<file path="config.mk">
export PLATFORM = sky130hd
export DESIGN_NAME = http_request_line_parser_core
export DESIGN_NICKNAME = d
export VERILOG_FILES = /design/src/hw/rtl/hrlp_pkg.sv /design/src/hw/rtl/http_request_line_parser_core.sv
export SDC_FILE = /design/constraint.sdc
export NUM_CORES = 1
export LEC_CHECK = 0
export ABC_AREA = 0
export BUFFER_PORTS_ARGS = -buffer_cell sky130_fd_sc_hd__buf_2
export CAP_MARGIN = 30
export CORE_MARGIN = 4
export CORE_UTILIZATION = 45
export DETAILED_ROUTE_END_ITERATION = 10
export GPL_TIMING_DRIVEN = 0
export HOLD_SLACK_MARGIN = 0.15
export PLACE_DENSITY = 0.64
export SETUP_SLACK_MARGIN = 0.3
export SYNTH_ARGS = -nofsm -noshare
export SYNTH_HDL_FRONTEND = slang
export SYNTH_SLANG_ARGS = --single-unit
</file>
<file path="constraint.sdc">
create_clock -name clk -period 10.3 [get_ports clk]
set_input_delay 0 -clock clk [delete_from_list [all_inputs] [get_ports clk]]
set_output_delay 0 -clock clk [all_outputs]
set_load 0.05 [all_outputs]
</file>
<file path="src/hw/rtl/hrlp_pkg.sv">
// Types and constants for the HTTP request line parser.
`timescale 1ns / 1ps

package hrlp_pkg;

	typedef struct packed {
		logic [7:0] data_byte;
		logic       stream_end;
	} hrlp_byte_t;

	typedef struct packed {
		logic [3:0]  method_code;
		logic [1:0]  version_code;
		logic        resource_found;
		logic [11:0] resource_start;
		logic [11:0] resource_length;
		logic        query_found;
		logic [11:0] query_start;
		logic [11:0] query_length;
		logic        parent_ref;
		logic [1:0]  verdict;
		logic [12:0] line_length;
		logic        line_overflow;
	} hrlp_line_t;

	localparam int OUT_DEPTH    = 4;
	localparam int METHOD_COUNT = 10;
	localparam int VER_LEAD_LEN = 5;

	localparam logic [7:0] CH_CR    = 8'h0D;
	localparam logic [7:0] CH_LF    = 8'h0A;
	localparam logic [7:0] CH_SP    = 8'h20;
	localparam logic [7:0] CH_QM    = 8'h3F;
	localparam logic [7:0] CH_SLASH = 8'h2F;
	localparam logic [7:0] CH_DOT   = 8'h2E;
	localparam logic [7:0] CH_H     = 8'h48;
	localparam logic [7:0] CH_ZERO  = 8'h30;
	localparam logic [7:0] CH_ONE   = 8'h31;

	localparam logic [3:0] METHOD_NONE = 4'd0;

	localparam logic [1:0] VER_UNKNOWN = 2'd0;
	localparam logic [1:0] VER_1_0     = 2'd1;
	localparam logic [1:0] VER_1_1     = 2'd2;

	localparam logic [1:0] VERDICT_ACCEPT = 2'd0;
	localparam logic [1:0] VERDICT_BAD    = 2'd1;
	localparam logic [1:0] VERDICT_FORBID = 2'd2;

	// version matcher: 0..4 = chars of "HTTP/" matched, then major, dot, minor, done
	localparam logic [3:0] VS_SEARCH = 4'd0;
	localparam logic [3:0] VS_MAJOR  = 4'd5;
	localparam logic [3:0] VS_DOT    = 4'd6;
	localparam logic [3:0] VS_MINOR  = 4'd7;
	localparam logic [3:0] VS_DONE   = 4'd8;

	localparam logic [7:0] VER_LEAD [VER_LEAD_LEN] = '{"H", "T", "T", "P", "/"};

	localparam logic [3:0] METHOD_LENS [METHOD_COUNT] = '{
		4'd7, 4'd3, 4'd4, 4'd4, 4'd3, 4'd6, 4'd5, 4'd7, 4'd7, 4'd5
	};

	localparam logic [7:0] METHOD_NAMES [METHOD_COUNT][8] = '{
		'{"U", "N", "K", "N", "O", "W", "N", 8'h00},
		'{"G", "E", "T", 8'h00, 8'h00, 8'h00, 8'h00, 8'h00},
		'{"H", "E", "A", "D", 8'h00, 8'h00, 8'h00, 8'h00},
		'{"P", "O", "S", "T", 8'h00, 8'h00, 8'h00, 8'h00},
		'{"P", "U", "T", 8'h00, 8'h00, 8'h00, 8'h00, 8'h00},
		'{"D", "E", "L", "E", "T", "E", 8'h00, 8'h00},
		'{"T", "R", "A", "C", "E", 8'h00, 8'h00, 8'h00},
		'{"O", "P", "T", "I", "O", "N", "S", 8'h00},
		'{"C", "O", "N", "N", "E", "C", "T", 8'h00},
		'{"P", "A", "T", "C", "H", 8'h00, 8'h00, 8'h00}
	};

endpackage

</file>
<file path="src/hw/rtl/http_request_line_parser_core.sv">
// Top level of the HTTP request line parser: byte scanner, report stage, result queue.
`timescale 1ns / 1ps

// Request bytes enter on the byte channel (byte_valid, byte_stall, byte_data);
// one parsed request line leaves on the line channel (line_valid, line_stall,
// line_data) for every line that ends, either at CR LF or at a byte that has
// stream_end set. Bytes that do not end a line produce no transaction.
// Throughput: one byte per cycle while byte_stall is low. Every byte goes through
// the scanner logic, which updates the per-line position latches and matchers.
// A byte that ends a line passes through the input register, the scanner
// register and a result queue entry before it shows up as a line transaction
// on line_valid.
// Results wait in a four-entry queue. byte_stall is registered and rises once
// the queue plus the transactions still in the pipe could fill it, so a
// stalled line channel holds back the byte channel and no result is ever lost.
// Reset (arst_n low) empties the pipe and the queue and starts a fresh line.
// LINE_MAX_BYTES sets the line length limit and the width of the position
// latches; bytes beyond it only set the overflow flag.

module http_request_line_parser_core #(
	parameter int LINE_MAX_BYTES = 4096
) (
	input  logic                 clk,
	input  logic                 arst_n,
	input  logic                 byte_valid,
	output logic                 byte_stall,
	input  hrlp_pkg::hrlp_byte_t byte_data,
	output logic                 line_valid,
	input  logic                 line_stall,
	output hrlp_pkg::hrlp_line_t line_data
);

	localparam int PW = $clog2(LINE_MAX_BYTES + 1);
	localparam int CW = $clog2(hrlp_pkg::OUT_DEPTH + 1);
	localparam int AW = $clog2(hrlp_pkg::OUT_DEPTH);

	typedef struct packed {
		logic [PW-1:0] pos;
		logic [hrlp_pkg::METHOD_COUNT-1:0] cand;
		logic          sp_v;
		logic [PW-1:0] sp;
		logic          rq_v;
		logic [PW-1:0] rq;
		logic          rs_v;
		logic [PW-1:0] rsp;
		logic          fq_v;
		logic [PW-1:0] fq;
		logic          qs_v;
		logic [PW-1:0] qsp;
		logic          dd_v;
		logic [PW-1:0] dd;
		logic [3:0]    vstate;
		logic [1:0]    vres;
		logic [7:0]    prev;
		logic          cr_pend;
		logic          slash;
		logic          ovf;
	} line_st_t;

	function automatic line_st_t clear_st();
		line_st_t r;
		r = '0;
		r.cand = '1;
		r.vstate = hrlp_pkg::VS_SEARCH;
		r.vres = hrlp_pkg::VER_UNKNOWN;
		return r;
	endfunction

	function automatic line_st_t feed(line_st_t s, logic [7:0] b);
		line_st_t r;
		logic [PW:0] p_ext;
		logic [PW:0] sp_ext;
		r = s;
		p_ext = {1'b0, s.pos};
		sp_ext = {1'b0, s.sp};
		if (s.pos >= PW'(LINE_MAX_BYTES)) begin
			r.ovf = 1'b1;
		end else begin
			for (int i = 0; i < hrlp_pkg::METHOD_COUNT; i++) begin
				if ((s.pos < PW'(hrlp_pkg::METHOD_LENS[i])) &&
				    (hrlp_pkg::METHOD_NAMES[i][s.pos[2:0]] != b)) begin
					r.cand[i] = 1'b0;
				end
			end
			if (b == hrlp_pkg::CH_SP) begin
				if (!s.sp_v) begin
					r.sp_v = 1'b1;
					r.sp = s.pos;
				end else if (!s.rs_v) begin
					r.rs_v = 1'b1;
					r.rsp = s.pos;
				end
				if (s.fq_v && !s.qs_v) begin
					r.qs_v = 1'b1;
					r.qsp = s.pos;
				end
			end else if (b == hrlp_pkg::CH_QM) begin
				if (!s.fq_v) begin
					r.fq_v = 1'b1;
					r.fq = s.pos;
				end
				if (s.sp_v && !s.rq_v) begin
					r.rq_v = 1'b1;
					r.rq = s.pos;
				end
			end
			if (s.sp_v) begin
				if (b == hrlp_pkg::CH_SLASH && p_ext == sp_ext + 1'b1) begin
					r.slash = 1'b1;
				end
				if (b == hrlp_pkg::CH_DOT && s.prev == hrlp_pkg::CH_DOT &&
				    p_ext >= sp_ext + 2'd2 && !s.dd_v) begin
					r.dd_v = 1'b1;
					r.dd = s.pos - 1'b1;
				end
			end
			if (s.vstate < hrlp_pkg::VS_MAJOR) begin
				if (b == hrlp_pkg::VER_LEAD[s.vstate[2:0]]) begin
					r.vstate = s.vstate + 1'b1;
				end else if (b == hrlp_pkg::CH_H) begin
					r.vstate = 4'd1;
				end else begin
					r.vstate = hrlp_pkg::VS_SEARCH;
				end
			end else begin
				case (s.vstate)
					hrlp_pkg::VS_MAJOR: begin
						r.vstate = (b == hrlp_pkg::CH_ONE) ? hrlp_pkg::VS_DOT
						                                   : hrlp_pkg::VS_DONE;
					end
					hrlp_pkg::VS_DOT: begin
						r.vstate = (b == hrlp_pkg::CH_DOT) ? hrlp_pkg::VS_MINOR
						                                   : hrlp_pkg::VS_DONE;
					end
					hrlp_pkg::VS_MINOR: begin
						if (b == hrlp_pkg::CH_ZERO) begin
							r.vres = hrlp_pkg::VER_1_0;
						end else if (b == hrlp_pkg::CH_ONE) begin
							r.vres = hrlp_pkg::VER_1_1;
						end
						r.vstate = hrlp_pkg::VS_DONE;
					end
					default: begin
						r.vstate = s.vstate;
					end
				endcase
			end
			r.prev = b;
			r.pos = s.pos + 1'b1;
		end
		return r;
	endfunction

	function automatic hrlp_pkg::hrlp_line_t report(line_st_t s);
		hrlp_pkg::hrlp_line_t o;
		logic [3:0]  meth;
		logic        end_v;
		logic [PW:0] endp;
		logic [PW:0] rs;
		logic [PW:0] rl;
		logic [PW:0] qs;
		logic        rfound;
		logic        parent;
		logic        qfound;
		o = '0;
		meth = hrlp_pkg::METHOD_NONE;
		for (int i = hrlp_pkg::METHOD_COUNT - 1; i >= 0; i--) begin
			if (s.cand[i] && s.pos >= PW'(hrlp_pkg::METHOD_LENS[i])) begin
				meth = 4'(i);
			end
		end
		end_v = s.rq_v | s.rs_v;
		endp = s.rq_v ? {1'b0, s.rq} : {1'b0, s.rsp};
		rs = '0;
		rl = '0;
		rfound = 1'b0;
		parent = 1'b0;
		if (s.sp_v && end_v) begin
			rfound = 1'b1;
			rs = {1'b0, s.sp} + 1'b1;
			rl = endp - ({1'b0, s.sp} + 1'b1);
			parent = s.dd_v && ({1'b0, s.dd} + 1'b1 < endp);
			if (rl != '0 && s.slash) begin
				rs = rs + 1'b1;
				rl = rl - 1'b1;
			end
		end
		qfound = s.fq_v && s.qs_v;
		qs = '0;
		if (qfound) begin
			qs = {1'b0, s.fq} + 1'b1;
			o.query_length = 12'({1'b0, s.qsp} - qs);
		end
		o.method_code = meth;
		o.version_code = s.vres;
		o.resource_found = rfound;
		o.resource_start = 12'(rs);
		o.resource_length = 12'(rl);
		o.query_found = qfound;
		o.query_start = 12'(qs);
		o.parent_ref = parent;
		if (s.ovf || meth == hrlp_pkg::METHOD_NONE || !rfound ||
		    s.vres == hrlp_pkg::VER_UNKNOWN) begin
			o.verdict = hrlp_pkg::VERDICT_BAD;
		end else if (parent) begin
			o.verdict = hrlp_pkg::VERDICT_FORBID;
		end else begin
			o.verdict = hrlp_pkg::VERDICT_ACCEPT;
		end
		o.line_length = 13'(s.pos);
		o.line_overflow = s.ovf;
		return o;
	endfunction

	logic                 accept;
	logic                 v_s1;
	hrlp_pkg::hrlp_byte_t item_s1;
	line_st_t             st_q;
	line_st_t             st_d;
	line_st_t             snap_c;
	logic                 rep_c;
	logic                 rep_s2;
	line_st_t             snap_s2;
	hrlp_pkg::hrlp_line_t wr_line;
	hrlp_pkg::hrlp_line_t fifo_q [hrlp_pkg::OUT_DEPTH];
	logic [AW-1:0]        wr_ptr_q;
	logic [AW-1:0]        rd_ptr_q;
	logic [CW-1:0]        cnt_q;
	logic [CW-1:0]        cnt_d;
	logic                 pop;
	logic [CW:0]          credit_sum;
	logic                 stall_q;

	assign accept = byte_valid && !stall_q;
	assign byte_stall = stall_q;

	always_ff @(posedge clk or negedge arst_n) begin
		if (!arst_n) begin
			v_s1 <= 1'b0;
		end else begin
			v_s1 <= accept;
		end
	end

	always_ff @(posedge clk) begin
		if (accept) begin
			item_s1 <= byte_data;
		end
	end

	always_comb begin
		line_st_t s0;
		s0 = st_q;
		st_d = st_q;
		snap_c = st_q;
		rep_c = 1'b0;
		if (v_s1) begin
			if (s0.cr_pend) begin
				s0.cr_pend = 1'b0;
				if (item_s1.data_byte == hrlp_pkg::CH_LF) begin
					rep_c = 1'b1;
				end else begin
					s0 = feed(s0, hrlp_pkg::CH_CR);
				end
			end
			if (rep_c) begin
				snap_c = s0;
				st_d = clear_st();
			end else if (item_s1.stream_end) begin
				rep_c = 1'b1;
				snap_c = feed(s0, item_s1.data_byte);
				st_d = clear_st();
			end else if (item_s1.data_byte == hrlp_pkg::CH_CR) begin
				st_d = s0;
				st_d.cr_pend = 1'b1;
			end else begin
				st_d = feed(s0, item_s1.data_byte);
			end
		end
	end

	always_ff @(posedge clk or negedge arst_n) begin
		if (!arst_n) begin
			st_q <= clear_st();
			rep_s2 <= 1'b0;
		end else begin
			st_q <= st_d;
			rep_s2 <= rep_c;
		end
	end

	always_ff @(posedge clk) begin
		if (rep_c) begin
			snap_s2 <= snap_c;
		end
	end

	assign wr_line = report(snap_s2);

	always_ff @(posedge clk) begin
		if (rep_s2) begin
			fifo_q[wr_ptr_q] <= wr_line;
		end
	end

	assign line_valid = cnt_q != '0;
	assign line_data = fifo_q[rd_ptr_q];
	assign pop = line_valid && !line_stall;

	always_comb begin
		cnt_d = cnt_q;
		if (rep_s2 && !pop) begin
			cnt_d = cnt_q + 1'b1;
		end else if (!rep_s2 && pop) begin
			cnt_d = cnt_q - 1'b1;
		end
	end

	assign credit_sum = {1'b0, cnt_d} + (CW + 1)'(accept) + (CW + 1)'(v_s1);

	always_ff @(posedge clk or negedge arst_n) begin
		if (!arst_n) begin
			wr_ptr_q <= '0;
			rd_ptr_q <= '0;
			cnt_q <= '0;
			stall_q <= 1'b0;
		end else begin
			if (rep_s2) begin
				wr_ptr_q <= wr_ptr_q + 1'b1;
			end
			if (pop) begin
				rd_ptr_q <= rd_ptr_q + 1'b1;
			end
			cnt_q <= cnt_d;
			stall_q <= credit_sum >= (CW + 1)'(hrlp_pkg::OUT_DEPTH);
		end
	end

`ifndef SYNTH
	a_credit: assert property (@(posedge clk) disable iff (!arst_n)
		({1'b0, cnt_q} + (CW + 1)'(v_s1) + (CW + 1)'(rep_s2)) <=
		(CW + 1)'(hrlp_pkg::OUT_DEPTH))
		else $error("result queue could overrun");

	a_no_full_write: assert property (@(posedge clk) disable iff (!arst_n)
		(rep_s2 && cnt_q == CW'(hrlp_pkg::OUT_DEPTH)) |-> pop)
		else $error("write into full result queue");

	a_accept_ok: assert property (@(posedge clk) disable iff (!arst_n)
		(rep_s2 && wr_line.verdict == hrlp_pkg::VERDICT_ACCEPT) |->
		(wr_line.method_code != hrlp_pkg::METHOD_NONE &&
		 wr_line.version_code != hrlp_pkg::VER_UNKNOWN &&
		 wr_line.resource_found && !wr_line.line_overflow))
		else $error("accept verdict on a malformed line");

	a_line_cleared: assert property (@(posedge clk) disable iff (!arst_n)
		rep_c |=> (st_q.pos == '0 && !st_q.sp_v && !st_q.cr_pend && !st_q.ovf))
		else $error("line state not cleared after report");
`endif

endmodule

</file>
==> Yosys cells after proc, flatten, opt, wreduce, memory -nomap -nowiden <==
Memory sizes are Yosys's and may differ from the RTL's.
Index checks and enable logic that the tools add are counted.
{ "totals": {"ff_bits": 252, "ramBits": 292, "rom_bits": 1408, "in_bits": 13, "output_inout_bits": 75, "mem_count": 23} }
{ "op_classes": {"addsub": 20, "order_cmp": 26, "n_eq_ne": 39, "mux": 141, "bitwise": 5, "n_reduce_logical": 60} }
{ "memory_table": {"columns": ["memory", "depth", "width", "rd", "rd_ports_with_merged_regs", "wr", "line_no", "text"], "rows": [
  ["fifo_q", 4, 73, 1, 0, 1, "http_request_line_parser_core.sv:225", "hrlp_pkg::hrlp_line_t fifo_q [hrlp_pkg::OUT_DEPTH];"],
  ["(name not given)", 8, 8, 1, 0, 0, "http_request_line_parser_core.sv:118", "if (b == hrlp_pkg::VER_LEAD[s.vstate[2:0]]) begin"],
  ["(name not given)", 8, 8, 1, 0, 0, "http_request_line_parser_core.sv:81", "(hrlp_pkg::METHOD_NAMES[i][s.pos[2:0]] != b)) begin"],
  ["(name not given)", 8, 8, 1, 0, 0, "http_request_line_parser_core.sv:81", null],
  ["(name not given)", 8, 8, 1, 0, 0, "http_request_line_parser_core.sv:81", null],
  ["(name not given)", 8, 8, 1, 0, 0, "http_request_line_parser_core.sv:81", null],
  ["+17 memories", null, null, null, null, null, null, null]
]} }
{ "ops": {"columns": ["operator", "n"], "rows": [
  ["124-bit two-way mux", 9],
  ["8-bit two-way mux", 45],
  ["14-bit two-way mux", 12],
  ["121-bit two-way mux", 1],
  ["13-bit by 3-bit < comparator with 1-bit output (second input constant)", 8],
  ["8-bit by 4-bit inequality test with 1-bit output (second input constant)", 10],
  ["8-bit inequality test", 10],
  ["12-bit two-way mux", 6],
  ["4-bit two-way mux", 18],
  ["8-bit by 6-bit equality test with 1-bit output (second input constant)", 7],
  ["13-bit by 3-bit greater-or-equal comparator with 1-bit output (second input constant)", 4],
  ["13-bit two-way mux", 4],
  ["1-bit logical AND", 44],
  ["13-bit by 1-bit adder with 14-bit output (second input constant)", 3],
  ["1-bit two-way mux", 36],
  ["13-bit by 1-bit adder with 13-bit output (second input constant)", 2],
  ["13-bit greater-or-equal comparator (second input constant)", 2],
  ["13-bit by 2-bit < comparator with 1-bit output (second input constant)", 2],
  ["12-bit by 1-bit adder with 12-bit output (second input constant)", 2],
  ["4-bit by 3-bit equality test with 1-bit output (second input constant)", 6],
  ["23-bit two-way mux", 1],
  ["8-bit by 4-bit equality test with 1-bit output (second input constant)", 2],
  ["4-bit greater-or-equal comparator (second input constant)", 4],
  ["3-bit inverter with 4-bit output", 4],
  ["other kinds (31)", 49]
]} }

==> Depth between registers and ports, before layout <==
Gate-level depths: netlist of the first run.
{ "depth": {"word_depth": 22, "mapped_depth": 18, "mapped_depth_nobuf": 15} }

==> Least setup slack after synthesis of the first run <==
No wires, ideal clock.
{ "synth_path": {"path_type": "reg-to-reg", "start": "reg item_s1[7] (netlist name)", "end": "reg st_q[1] (netlist name)", "arrival_ns": 5.493, "slack_ns": 4.481, "path_stages_with_launch": 11, "path_buffers": 4, "synth_period_minus_slack_ns": 5.819, "path_cell_list": "edfxtp_1 > buf_4 > nor4b_4 > nand3_1 > nand2b_1 > clkbuf_1 > nand2_1 > inv_2 > clkbuf_1 > buf_1 > o32ai_1"} }
{ "synth_between": {"elab_chain_len": 12, "word_cells_on_any_way": 18} }
{ "synth_rtl": {"columns": ["item", "line_no", "text"], "rows": [
  ["start, declared", "http_request_line_parser_core.sv:217", "hrlp_pkg::hrlp_byte_t item_s1;"],
  ["start signal, assigned", "http_request_line_parser_core.sv:247", "item_s1 <= byte_data;"],
  ["branches (longest 11 deep; another with 13-bit greater-or-equal comparator)", null, null],
  ["124-bit two-way mux *", "http_request_line_parser_core.sv:266", "if (rep_c) begin"],
  ["end signal, assigned", "http_request_line_parser_core.sv:284", "st_q <= clear_st();"],
  ["end signal, assigned", "http_request_line_parser_core.sv:287", "st_q <= st_d;"],
  ["end, declared", "http_request_line_parser_core.sv:218", "line_st_t st_q;"]
]} }
Every way passes the cells marked *. The select of a mux whose other input is x is not followed.
A chain may end at the register's enable or synchronous reset.

==> Worst setup path after layout of the first run <==
{ "layout_path": {"start": "reg st_q[113] (netlist name)", "end": "reg st_q[18] (netlist name)"} }
{ "layout_between": {"elab_chain_len": 15, "word_cells_on_any_way": 20} }
{ "layout_rtl": {"columns": ["item", "line_no", "text"], "rows": [
  ["13-bit greater-or-equal comparator", "http_request_line_parser_core.sv:76", "if (s.pos >= PW'(LINE_MAX_BYTES)) begin"],
  ["8-bit two-way mux", "http_request_line_parser_core.sv:76", null],
  ["124-bit two-way mux", "http_request_line_parser_core.sv:260", "if (item_s1.data_byte == hrlp_pkg::CH_LF) begin"],
  ["124-bit two-way mux *", "http_request_line_parser_core.sv:258", "if (s0.cr_pend) begin"],
  ["124-bit two-way mux *", "http_request_line_parser_core.sv:257", "if (v_s1) begin"],
  ["branches (longest 6 deep; another with 13-bit by 14-bit greater-or-equal comparator with 1-bit output)", null, null],
  ["121-bit two-way mux *", "http_request_line_parser_core.sv:76", null],
  ["124-bit two-way mux *", "http_request_line_parser_core.sv:273", "end else if (item_s1.data_byte == hrlp_pkg::CH_CR) begin"],
  ["124-bit two-way mux *", "http_request_line_parser_core.sv:269", "end else if (item_s1.stream_end) begin"],
  ["124-bit two-way mux *", "http_request_line_parser_core.sv:266", null]
]} }
Marked as above.

==> flow_summary.rst, run 1 <==
.. list-table::
   :header-rows: 1

   * - Metric
     - Value
   * - Run status
     - finished clean
   * - Actual slew at the worst max-slew pin
     - 1.07 ns
   * - Number of clock sinks
     - 542
   * - Largest net degree at the start of global routing
     - 75
   * - Fraction of final layout cells sized beyond drive strength 1
     - 14.3%
   * - Final max-slew violation count
     - 0
   * - XOR/XNOR Fraction of Synth Area
     - 4.81%
   * - Fraction of the yosys area taken by sequential cells
     - 57.3%
   * - Highest clock frequency the design can meet
     - 0.158 GHz
   * - Number of rows in the core area
     - 89
   * - Number of setup violations in the final report
     - 0
   * - Static power due to leakage
     - 11.4 nW
   * - Hold Crit Depth
     - 3
   * - Post-synth ARST share
     - 24.4%
   * - Maximum fanout count along the critical path
     - 10
   * - Number of enable-type register cells in the synthesized netlist
     - 410
   * - DRC marker count from the first detailed-route iteration
     - 1781
   * - Dominant combinational cell family by area after synthesis
     - simple AND/OR/NAND/NOR gates
   * - Instance count of the mapped netlist
     - 2258
   * - Compound-gate portion of the synthesized area
     - 11.3%
   * - Number of nets still failing antenna checks after routing
     - 0
   * - Clock insertion delay at the later pin of the skew report
     - 0.63 ns
   * - Cell area power density
     - 262 mW/mm²
   * - Fraction of the mapped netlist area in adder cells
     - 4.05%
   * - Count of input and output buffers
     - 87
   * - DRC errors left
     - 0
   * - Data arrival, critical path
     - 6.82 ns
   * - Total via count in the routed design
     - 19.2k
   * - Ant diodes
     - 0
   * - Hpwl dp
     - 51600 µm
   * - Post-synthesis register bit count
     - 542
   * - Post-placement cell area
     - 0.0289 mm²
   * - Required time reported for the critical path endpoint
     - 10.80 ns
   * - First-pass GRT wire length
     - 111000 µm
   * - Yosys Warn Count
     - 0
   * - GRT overflow
     - 0
   * - Maximum number of buffers from clock root to sink
     - 3
   * - Top FF cell, synth
     - sky130_fd_sc_hd__edfxtp_1
   * - Net total in the final layout
     - 2542
   * - Category of the worst setup path launch point
     - register
   * - Post-Route Skew
     - 0.0654 ns
   * - Portion of the clock cycle consumed by the worst path in the final layout
     - 61.4%
   * - Sum Neg Setup Slack
     - 0 ns
   * - Via-per-instance ratio
     - 5.87
   * - H-tree depth
     - 2
   * - Layout area overhead
     - 14.3%
   * - Shortest period the worst path allows
     - 6.32 ns
   * - Number of antenna violations at the first check in global routing
     - 0
   * - Most common cell after layout, fill and taps aside
     - sky130_fd_sc_hd__edfxtp_1
   * - Die X-Extent
     - 254 µm
   * - Clock slew at the register clock pins of the worst setup and hold paths
     - 0.06 ns
   * - Boundary Pins
     - 88
   * - Total GRT Usage
     - 22.2%
   * - Clock tree from TritonCTS
     - built
   * - Die boundary height
     - 254 µm
   * - Total Wirelength
     - 72500 µm
   * - Full die area
     - 0.0646 mm²
   * - Worst min path class
     - in2reg
   * - Simple logic cell fraction of the synthesized area
     - 12.0%
   * - Global placer's final weighted congestion
     - 0.938
   * - Root buf cell
     - sky130_fd_sc_hd__clkbuf_16
   * - Count of endpoints failing hold in the final timing report
     - 0
   * - Unrepaired setup endpoints after global routing
     - false
   * - Worst Reg-to-Reg Cells
     - 18
   * - Critical Path Sink Type
     - register
   * - Synthesized cell area
     - 0.0273 mm²
   * - Core region area
     - 0.0595 mm²
   * - Highest-count cells in the layout ignoring fill and taps
     - 410 x sky130_fd_sc_hd__edfxtp_1, 231 x sky130_fd_sc_hd__nand2_1, 182 x sky130_fd_sc_hd__o21ai_0, 156 x sky130_fd_sc_hd__nor2_1, 122 x sky130_fd_sc_hd__dfrtp_1
   * - Worst IR drop on VDD
     - 167 µV
   * - Worst slew slack as a fraction of its limit
     - 28.6%
   * - Routed wirelength normalized by instance count
     - 22.2 µm
   * - Proportion of synthesized area in mux cells
     - 7.64%
   * - Via count of the first global-routing pass
     - 18.8k
   * - Number of detailed-routing iterations run before antenna repair
     - 6
   * - Filler instances
     - 5109
   * - Library cells used by synthesis
     - 87
   * - Net count after synthesis
     - 2358
   * - Initial core utilization
     - 45.8%
   * - Total clock buffers created by CTS
     - 56
   * - Number of max-capacitance violations reported
     - 0
   * - Syn Area/Cell
     - 12.1 µm²
   * - Total power
     - 8.16 mW
   * - Type of the setup path with the least slack
     - reg2reg
   * - Final standard cell area without fillers
     - 0.0312 mm²
==> registers in the layout, indices dropped and copies added, names as in the netlist, 2 cells and up <==
signal / flops
fifo_q: 292
st_q: 122
snap_s2: 109
item_s1: 9
cnt_q: 3
rd_ptr_q: 2
wr_ptr_q: 2
==> path summary, 6_finish.rpt <==
kind                                             from                     to  slack, ns
worst max-delay path            st_q[113]$_DFFE_PN0P_   st_q[18]$_DFFE_PN0P_       3.98
worst min-delay path                       byte_valid         v_s1$_DFF_PN0_       0.26
worst max register to register  st_q[113]$_DFFE_PN0P_   st_q[18]$_DFFE_PN0P_       3.98
worst min register to register   byte_stall$_DFF_PN0_         v_s1$_DFF_PN0_       0.48
max in group asynchronous                      arst_n  st_q[110]$_DFFE_PN1P_       9.36
min in group asynchronous                      arst_n   st_q[62]$_DFFE_PN0P_       0.52
==> timing repair <==
item / CTS / global route
setup buffers: 0 / 0
hold buffers: 23 / 0
hold endpoints to repair: 147 / 0
resized for setup: 0 / 0
==> cell families (layout without fill, tap and decap cells) <==
kind of cell,Yosys count,in the layout
AOI/OAI and AO/OA,489,489
xor gates and xnor gates,148,148
adders and majority gates,87,87
buffers and inverters,200,431
DFF,542,542
muxes,115,115
and+or+nand+nor,677,677
==> cells in the mapped netlist, types with 19 or more instances <==
master	count	area (µm²)
sky130_fd_sc_hd__nor2_1	156	586
sky130_fd_sc_hd__mux4_2	73	1640
sky130_fd_sc_hd__mux2i_1	28	280
sky130_fd_sc_hd__nand2b_1	19	119
sky130_fd_sc_hd__nand2_1	231	867
sky130_fd_sc_hd__inv_1	64	240
sky130_fd_sc_hd__a22o_1	32	280
sky130_fd_sc_hd__nor2b_1	23	144
sky130_fd_sc_hd__nand3_1	70	350
sky130_fd_sc_hd__xor2_1	53	464
sky130_fd_sc_hd__dfrtp_1	122	3050
sky130_fd_sc_hd__xnor2_1	93	815
sky130_fd_sc_hd__a21oi_1	91	455
sky130_fd_sc_hd__a21o_1	21	158
sky130_fd_sc_hd__clkbuf_1	88	330
sky130_fd_sc_hd__ha_1	85	1060
sky130_fd_sc_hd__o21ai_0	182	911
sky130_fd_sc_hd__nor3_1	45	225
sky130_fd_sc_hd__edfxtp_1	410	12300
==> worst max-delay path: stages, from the launching register on <==
cell                       delay, ns
sky130_fd_sc_hd__dfrtp_1        0.38
sky130_fd_sc_hd__clkbuf_1       0.49
sky130_fd_sc_hd__inv_1          0.33
sky130_fd_sc_hd__ha_1           0.46
sky130_fd_sc_hd__inv_1          0.10
sky130_fd_sc_hd__a211o_1        0.15
sky130_fd_sc_hd__a21boi_2       0.57
sky130_fd_sc_hd__clkbuf_1       0.45
sky130_fd_sc_hd__clkbuf_1       0.47
sky130_fd_sc_hd__buf_2          0.44
sky130_fd_sc_hd__ha_1           0.29
sky130_fd_sc_hd__nor2b_1        0.12
sky130_fd_sc_hd__o21ai_0        0.18
sky130_fd_sc_hd__a21oi_1        0.11
sky130_fd_sc_hd__a31oi_1        0.33
sky130_fd_sc_hd__nor3_1         0.14
sky130_fd_sc_hd__o21ai_0        0.50
sky130_fd_sc_hd__clkbuf_1       0.45
sky130_fd_sc_hd__a22o_1         0.23
==> where the power goes <==
group | switching (mW) | total, mW | internal (mW)
registers | 0.110 | 2.74 | 2.63
clock network | 0.869 | 2.13 | 1.26
logic | 2.26 | 3.29 | 1.03
total | 3.24 | 8.16 | 4.92
==> metal layers <==
layer	routed length [µm]	global-route usage [%]
met1	31000	30.7
met2	34500	36.3
met3	4260	3.18
met4	2760	7.92
met5	0	0
==> through the flow <==
stage	cells	hold WS, ns	utilization [%]	setup WS [ns]
floorplan	2258	-0.296	-	4.48
finish	3262	0.258	52.4	3.98
global placement	3118	0.178	48.2	1.67
global route	3262	0.263	52.4	3.61
CTS	3260	0.209	52.4	4.10
detailed placement	3132	0.0236	48.7	4.18
==> area by class of cell <==
type | count | area (µm²) | share of cell area, %
Sequential cell | 542 | 15600 | 50.1
Clock buffer | 61 | 1430 | 4.59
Tap cell | 773 | 967 | 3.10
Clock inverter | 44 | 536 | 1.72
Buffer | 128 | 520 | 1.67
Multi-Input combinational cell | 1516 | 10900 | 34.8
Timing Repair Buffer | 126 | 962 | 3.09
Inverter | 72 | 270 | 0.867
(Power assumes the default switching activity.)
==> run 2, diff against run 1 <==
--- a/config.mk
+++ b/config.mk
@@ -13,7 +13,7 @@
 export DETAILED_ROUTE_END_ITERATION = 10
 export GPL_TIMING_DRIVEN = 0
 export HOLD_SLACK_MARGIN = 0.15
-export PLACE_DENSITY = 0.64
+export PLACE_DENSITY = 0.66
 export SETUP_SLACK_MARGIN = 0.3
 export SYNTH_ARGS = -nofsm -noshare
 export SYNTH_HDL_FRONTEND = slang
==> constraint.sdc (replaced) <==
create_clock -name clk -period 5.5 [get_ports clk]
set_input_delay 0 -clock clk [delete_from_list [all_inputs] [get_ports clk]]
set_output_delay 0 -clock clk [all_outputs]
set_load 0.05 [all_outputs]
==> flow_summary.rst, run 2 (synthesis gave the netlist of run 1 again) <==
.. list-table::
   :header-rows: 1

   * - Metric
     - Value
   * - Worst IR drop on VDD
     - 398 µV (+140%)
   * - Clock slew at the register clock pins of the worst setup and hold paths
     - 0.06 ns (about the same)
   * - Max FFs per register
     - 292 (unchanged)
   * - Clock insertion delay at the later pin of the skew report
     - 0.62 ns (about the same)
   * - Largest net degree at the start of global routing
     - 72 (-4.0%)
   * - Number of clock sinks
     - 542 (unchanged)
   * - Clk pwr share
     - 24.7% (-1.4 points)
   * - Count of input and output buffers
     - 87 (unchanged)
   * - Highest-count cells in the layout ignoring fill and taps
     - 410 x sky130_fd_sc_hd__edfxtp_1, 231 x sky130_fd_sc_hd__nand2_1, 181 x sky130_fd_sc_hd__o21ai_0, 156 x sky130_fd_sc_hd__nor2_1, 122 x sky130_fd_sc_hd__dfrtp_1
   * - Crit path largest cell delay
     - 0.86 ns (+0.29 ns)
   * - Total clock buffers created by CTS
     - 56 (unchanged)
   * - Number of detailed-routing iterations run before antenna repair
     - 5 (-1)
   * - Worst-case hold slack
     - 0.260 ns (+0.00148 ns)
   * - Worst min path class
     - in2reg
   * - Combinational cell fraction of total power
     - 40.9% (+0.6 points)
   * - Run status
     - finished clean
   * - Unrepaired setup endpoints after global routing
     - false
   * - Cell with the largest stage delay on the worst path
     - sky130_fd_sc_hd__xnor2_1
   * - Post-Route Skew
     - 0.0196 ns (-0.0458 ns)
   * - Proportion of power drawn by flip-flops and latches
     - 34.4% (+0.8 points)
   * - Worst slew slack as a fraction of its limit
     - 27.1% (-1.4 points)
   * - Core region area
     - 0.0595 mm² (unchanged)
   * - Ant diodes
     - 0 (unchanged)
   * - Static power due to leakage
     - 11.4 nW (about the same)
   * - Required time reported for the critical path endpoint
     - 5.86 ns (-4.94 ns)
   * - Worst Path Buf+Inv
     - 5 (-2)
   * - Die boundary height
     - 254 µm (unchanged)
   * - Start point of the worst hold path
     - byte_valid
   * - Register containing the most flip-flops in the final layout
     - fifo_q
   * - Net total in the final layout
     - 2549 (+0.28%)
   * - Hold Path End
     - v_s1$_DFF_PN0_
   * - Maximum fanout count along the critical path
     - 10 (unchanged)
   * - Actual slew at the worst max-slew pin
     - 1.09 ns (+0.0139 ns)
   * - Type of the setup path with the least slack
     - reg2reg
   * - Initial core utilization
     - 45.8% (unchanged)
   * - Portion of the clock cycle consumed by the worst path in the final layout
     - 90.4% (+29 points)
   * - Sw Pwr
     - 5.96 mW (+84%)
   * - Number of max-capacitance violations reported
     - 0 (unchanged)
   * - Routed wirelength normalized by instance count
     - 21.9 µm (-1.5%)
   * - Via-per-instance ratio
     - 5.84 (-0.48%)
   * - Number of antenna violations at the first check in global routing
     - 0 (unchanged)
   * - Biggest regs
     - fifo_q: 292 flops, st_q: 122 flops, snap_s2: 109 flops
   * - Total GRT Usage
     - 22.0% (-0.14 points)
   * - Filler instances
     - 5093 (-0.31%)
   * - Number of rows in the core area
     - 89 (unchanged)
   * - H-tree depth
     - 2 (unchanged)
   * - Cell-by-cell trace of the critical path
     - buf_2 -> nor4b_4 -> buf_4 -> buf_4 -> a2111oi_1 -> xnor2_1 -> inv_1 -> ha_1 -> nand2_1 -> nand2_1 -> a2111oi_1 -> a21oi_1 -> a31oi_1 -> or3_1 -> nor2_1 -> clkbuf_4 -> mux2_2
   * - Maximum number of buffers from clock root to sink
     - 3 (unchanged)
   * - Data arrival, critical path
     - 5.33 ns (-1.49 ns)
   * - Full die area
     - 0.0646 mm² (unchanged)
   * - Internal
     - 8.97 mW (+82%)
   * - Die X-Extent
     - 254 µm (unchanged)
   * - Number of nets still failing antenna checks after routing
     - 0 (unchanged)
   * - Minimum setup slack among reg-to-reg paths
     - 0.53 ns (-3.45 ns)
   * - Via count of the first global-routing pass
     - 18.6k (-1.2%)
   * - Worst flop-to-flop path startpoint
     - item_s1[8]$_DFFE_PP_
   * - Hold Crit Depth
     - 3 (unchanged)
   * - Total via count in the routed design
     - 19.1k (-0.27%)
   * - Shortest period the worst path allows
     - 4.97 ns (-1.35 ns)
   * - Sum Neg Setup Slack
     - 0 ns (unchanged)
   * - Count of endpoints failing hold in the final timing report
     - 0 (unchanged)
   * - Start point of the critical path
     - item_s1[8]$_DFFE_PP_
   * - R2r endpoint
     - snap_s2[19]$_DFFE_PP_
   * - DRC errors left
     - 0 (unchanged)
   * - Root buf cell
     - sky130_fd_sc_hd__clkbuf_16
   * - Worst Reg-to-Reg Cells
     - 17 (-1)
   * - Boundary Pins
     - 88 (unchanged)
   * - Global placer's final weighted congestion
     - 0.924 (-1.4%)
   * - GRT overflow
     - 0 (unchanged)
   * - Layout area overhead
     - 14.3% (about the same)
   * - First-pass GRT wire length
     - 110000 µm (-0.78%)
   * - Number of setup violations in the final report
     - 0 (unchanged)
   * - Cell area power density
     - 479 mW/mm² (+83%)
   * - Final max-slew violation count
     - 0 (unchanged)
   * - Cell family contributing the most delay on the critical path
     - buffers and inverters
   * - Fraction of final layout cells sized beyond drive strength 1
     - 15.4% (+1.0 points)
   * - Hpwl dp
     - 51000 µm (-1.3%)
   * - Clock tree from TritonCTS
     - built
   * - Highest clock frequency the design can meet
     - 0.201 GHz (+27%)
   * - Switching share of power
     - 39.9% (+0.21 points)
   * - Most common cell after layout, fill and taps aside
     - sky130_fd_sc_hd__edfxtp_1
   * - Category of the worst setup path launch point
     - register
   * - Total Wirelength
     - 71600 µm (-1.2%)
   * - Critical Path Sink Type
     - register
   * - DRC marker count from the first detailed-route iteration
     - 1831 (+2.8%)
run 2: cell types whose count changed in the layout (fill, tap and decap cells not counted), sizes merged:
cell | previous run | this run
clkdlybuf4s18 | 1 | 0
buf | 141 | 150
clkinv | 28 | 25
inv | 75 | 73
clkbuf | 151 | 164
bufinv | 10 | 2
clkinvlp | 3 | 2
run 2: metrics by stage:
step / setup slack, ns / instances / power, mW / utilization, % / instance area (µm²)
after CTS: 0.179 / 3256 / 14.9 / 52.1 / 31000
after global routing: 0.326 / 3269 / 15.7 / 52.4 / 31200
after global placement: -0.420 / 3118 / 11.2 / 48.2 / 28700
final: 0.528 / 3269 / 14.9 / 52.4 / 31200
after detailed placement: -0.382 / 3129 / 11.2 / 48.6 / 28900
after floorplan: 1.09 / 2258 / 9.54 / - / 27300
run 2: metal layers:
| metal | routed length, µm | vias up | GRT usage (%) |
|---|---|---|---|
| met2 | 33600 | 687 | 35.5 |
| met4 | 2740 | 0 | 8.34 |
| met3 | 4460 | 142 | 3.03 |
| met5 | 0 | - | 0 |
| li1 | - | 8797 | - |
| met1 | 30800 | 9475 | 30.8 |
run 2: final cells by class:
class | count | area (µm²) | area share [%]
multi-input combinational | 1516 | 11000 | 35.2
inverter | 72 | 277 | 0.887
clock inverter | 30 | 251 | 0.807
buffer | 127 | 537 | 1.72
sequential | 542 | 15600 | 50.1
clock buffer | 75 | 1560 | 4.99
tap | 773 | 967 | 3.10
timing repair buffer | 134 | 992 | 3.18
run 2: timing repair:
| action | CTS | global route |
|---|---|---|
| gates cloned | 0 | 0 |
| endpoints found under the hold margin | 147 | 0 |
| pin swaps | 0 | 2 |
| gates resized for setup | 11 | 32 |
| buffers inserted | 0 | 12 |
| hold buffers | 23 | 0 |
| setup endpoints to repair | 79 | 89 |
run 2: worst max-delay path by stage:
stage | to | slack, ns | cells after the start
CTS | st_q[25]$_DFFE_PN0P_ | 0.18 | 16
global route | snap_s2[19]$_DFFE_PP_ | 0.33 | 18
detailed placement | snap_s2[19]$_DFFE_PP_ | -0.38 | 18
floorplan | snap_s2[19]$_DFFE_PP_ | 1.09 | 18
global placement | st_q[1]$_DFFE_PN0P_ | -0.42 | 10
finish | snap_s2[19]$_DFFE_PP_ | 0.53 | 17
run 2: power by group through the flow:
stage | clock [mW] | combinational (mW) | sequential (mW)
global route | 3.94 | 6.57 | 5.17
floorplan | 0 | 4.36 | 5.17
CTS | 3.75 | 6.05 | 5.14
detailed placement | 0 | 6.00 | 5.22
global placement | 0 | 5.92 | 5.23
finish | 3.68 | 6.11 | 5.14
run 2: worst register-to-register path, delay by kind of cell (launching register included):
| kind | cells | cell delay [ns] |
|---|---|---|
| multiplexers | 1 | 0.29 |
| flip-flops | 1 | 0.37 |
| AND/OR/NAND/NOR | 5 | 0.71 |
| buffers and inverters | 5 | 1.22 |
| adder cells (fa/ha/maj) | 1 | 0.33 |
| XOR/XNOR | 1 | 0.86 |
| AO/OA/AOI/OAI | 4 | 0.96 |
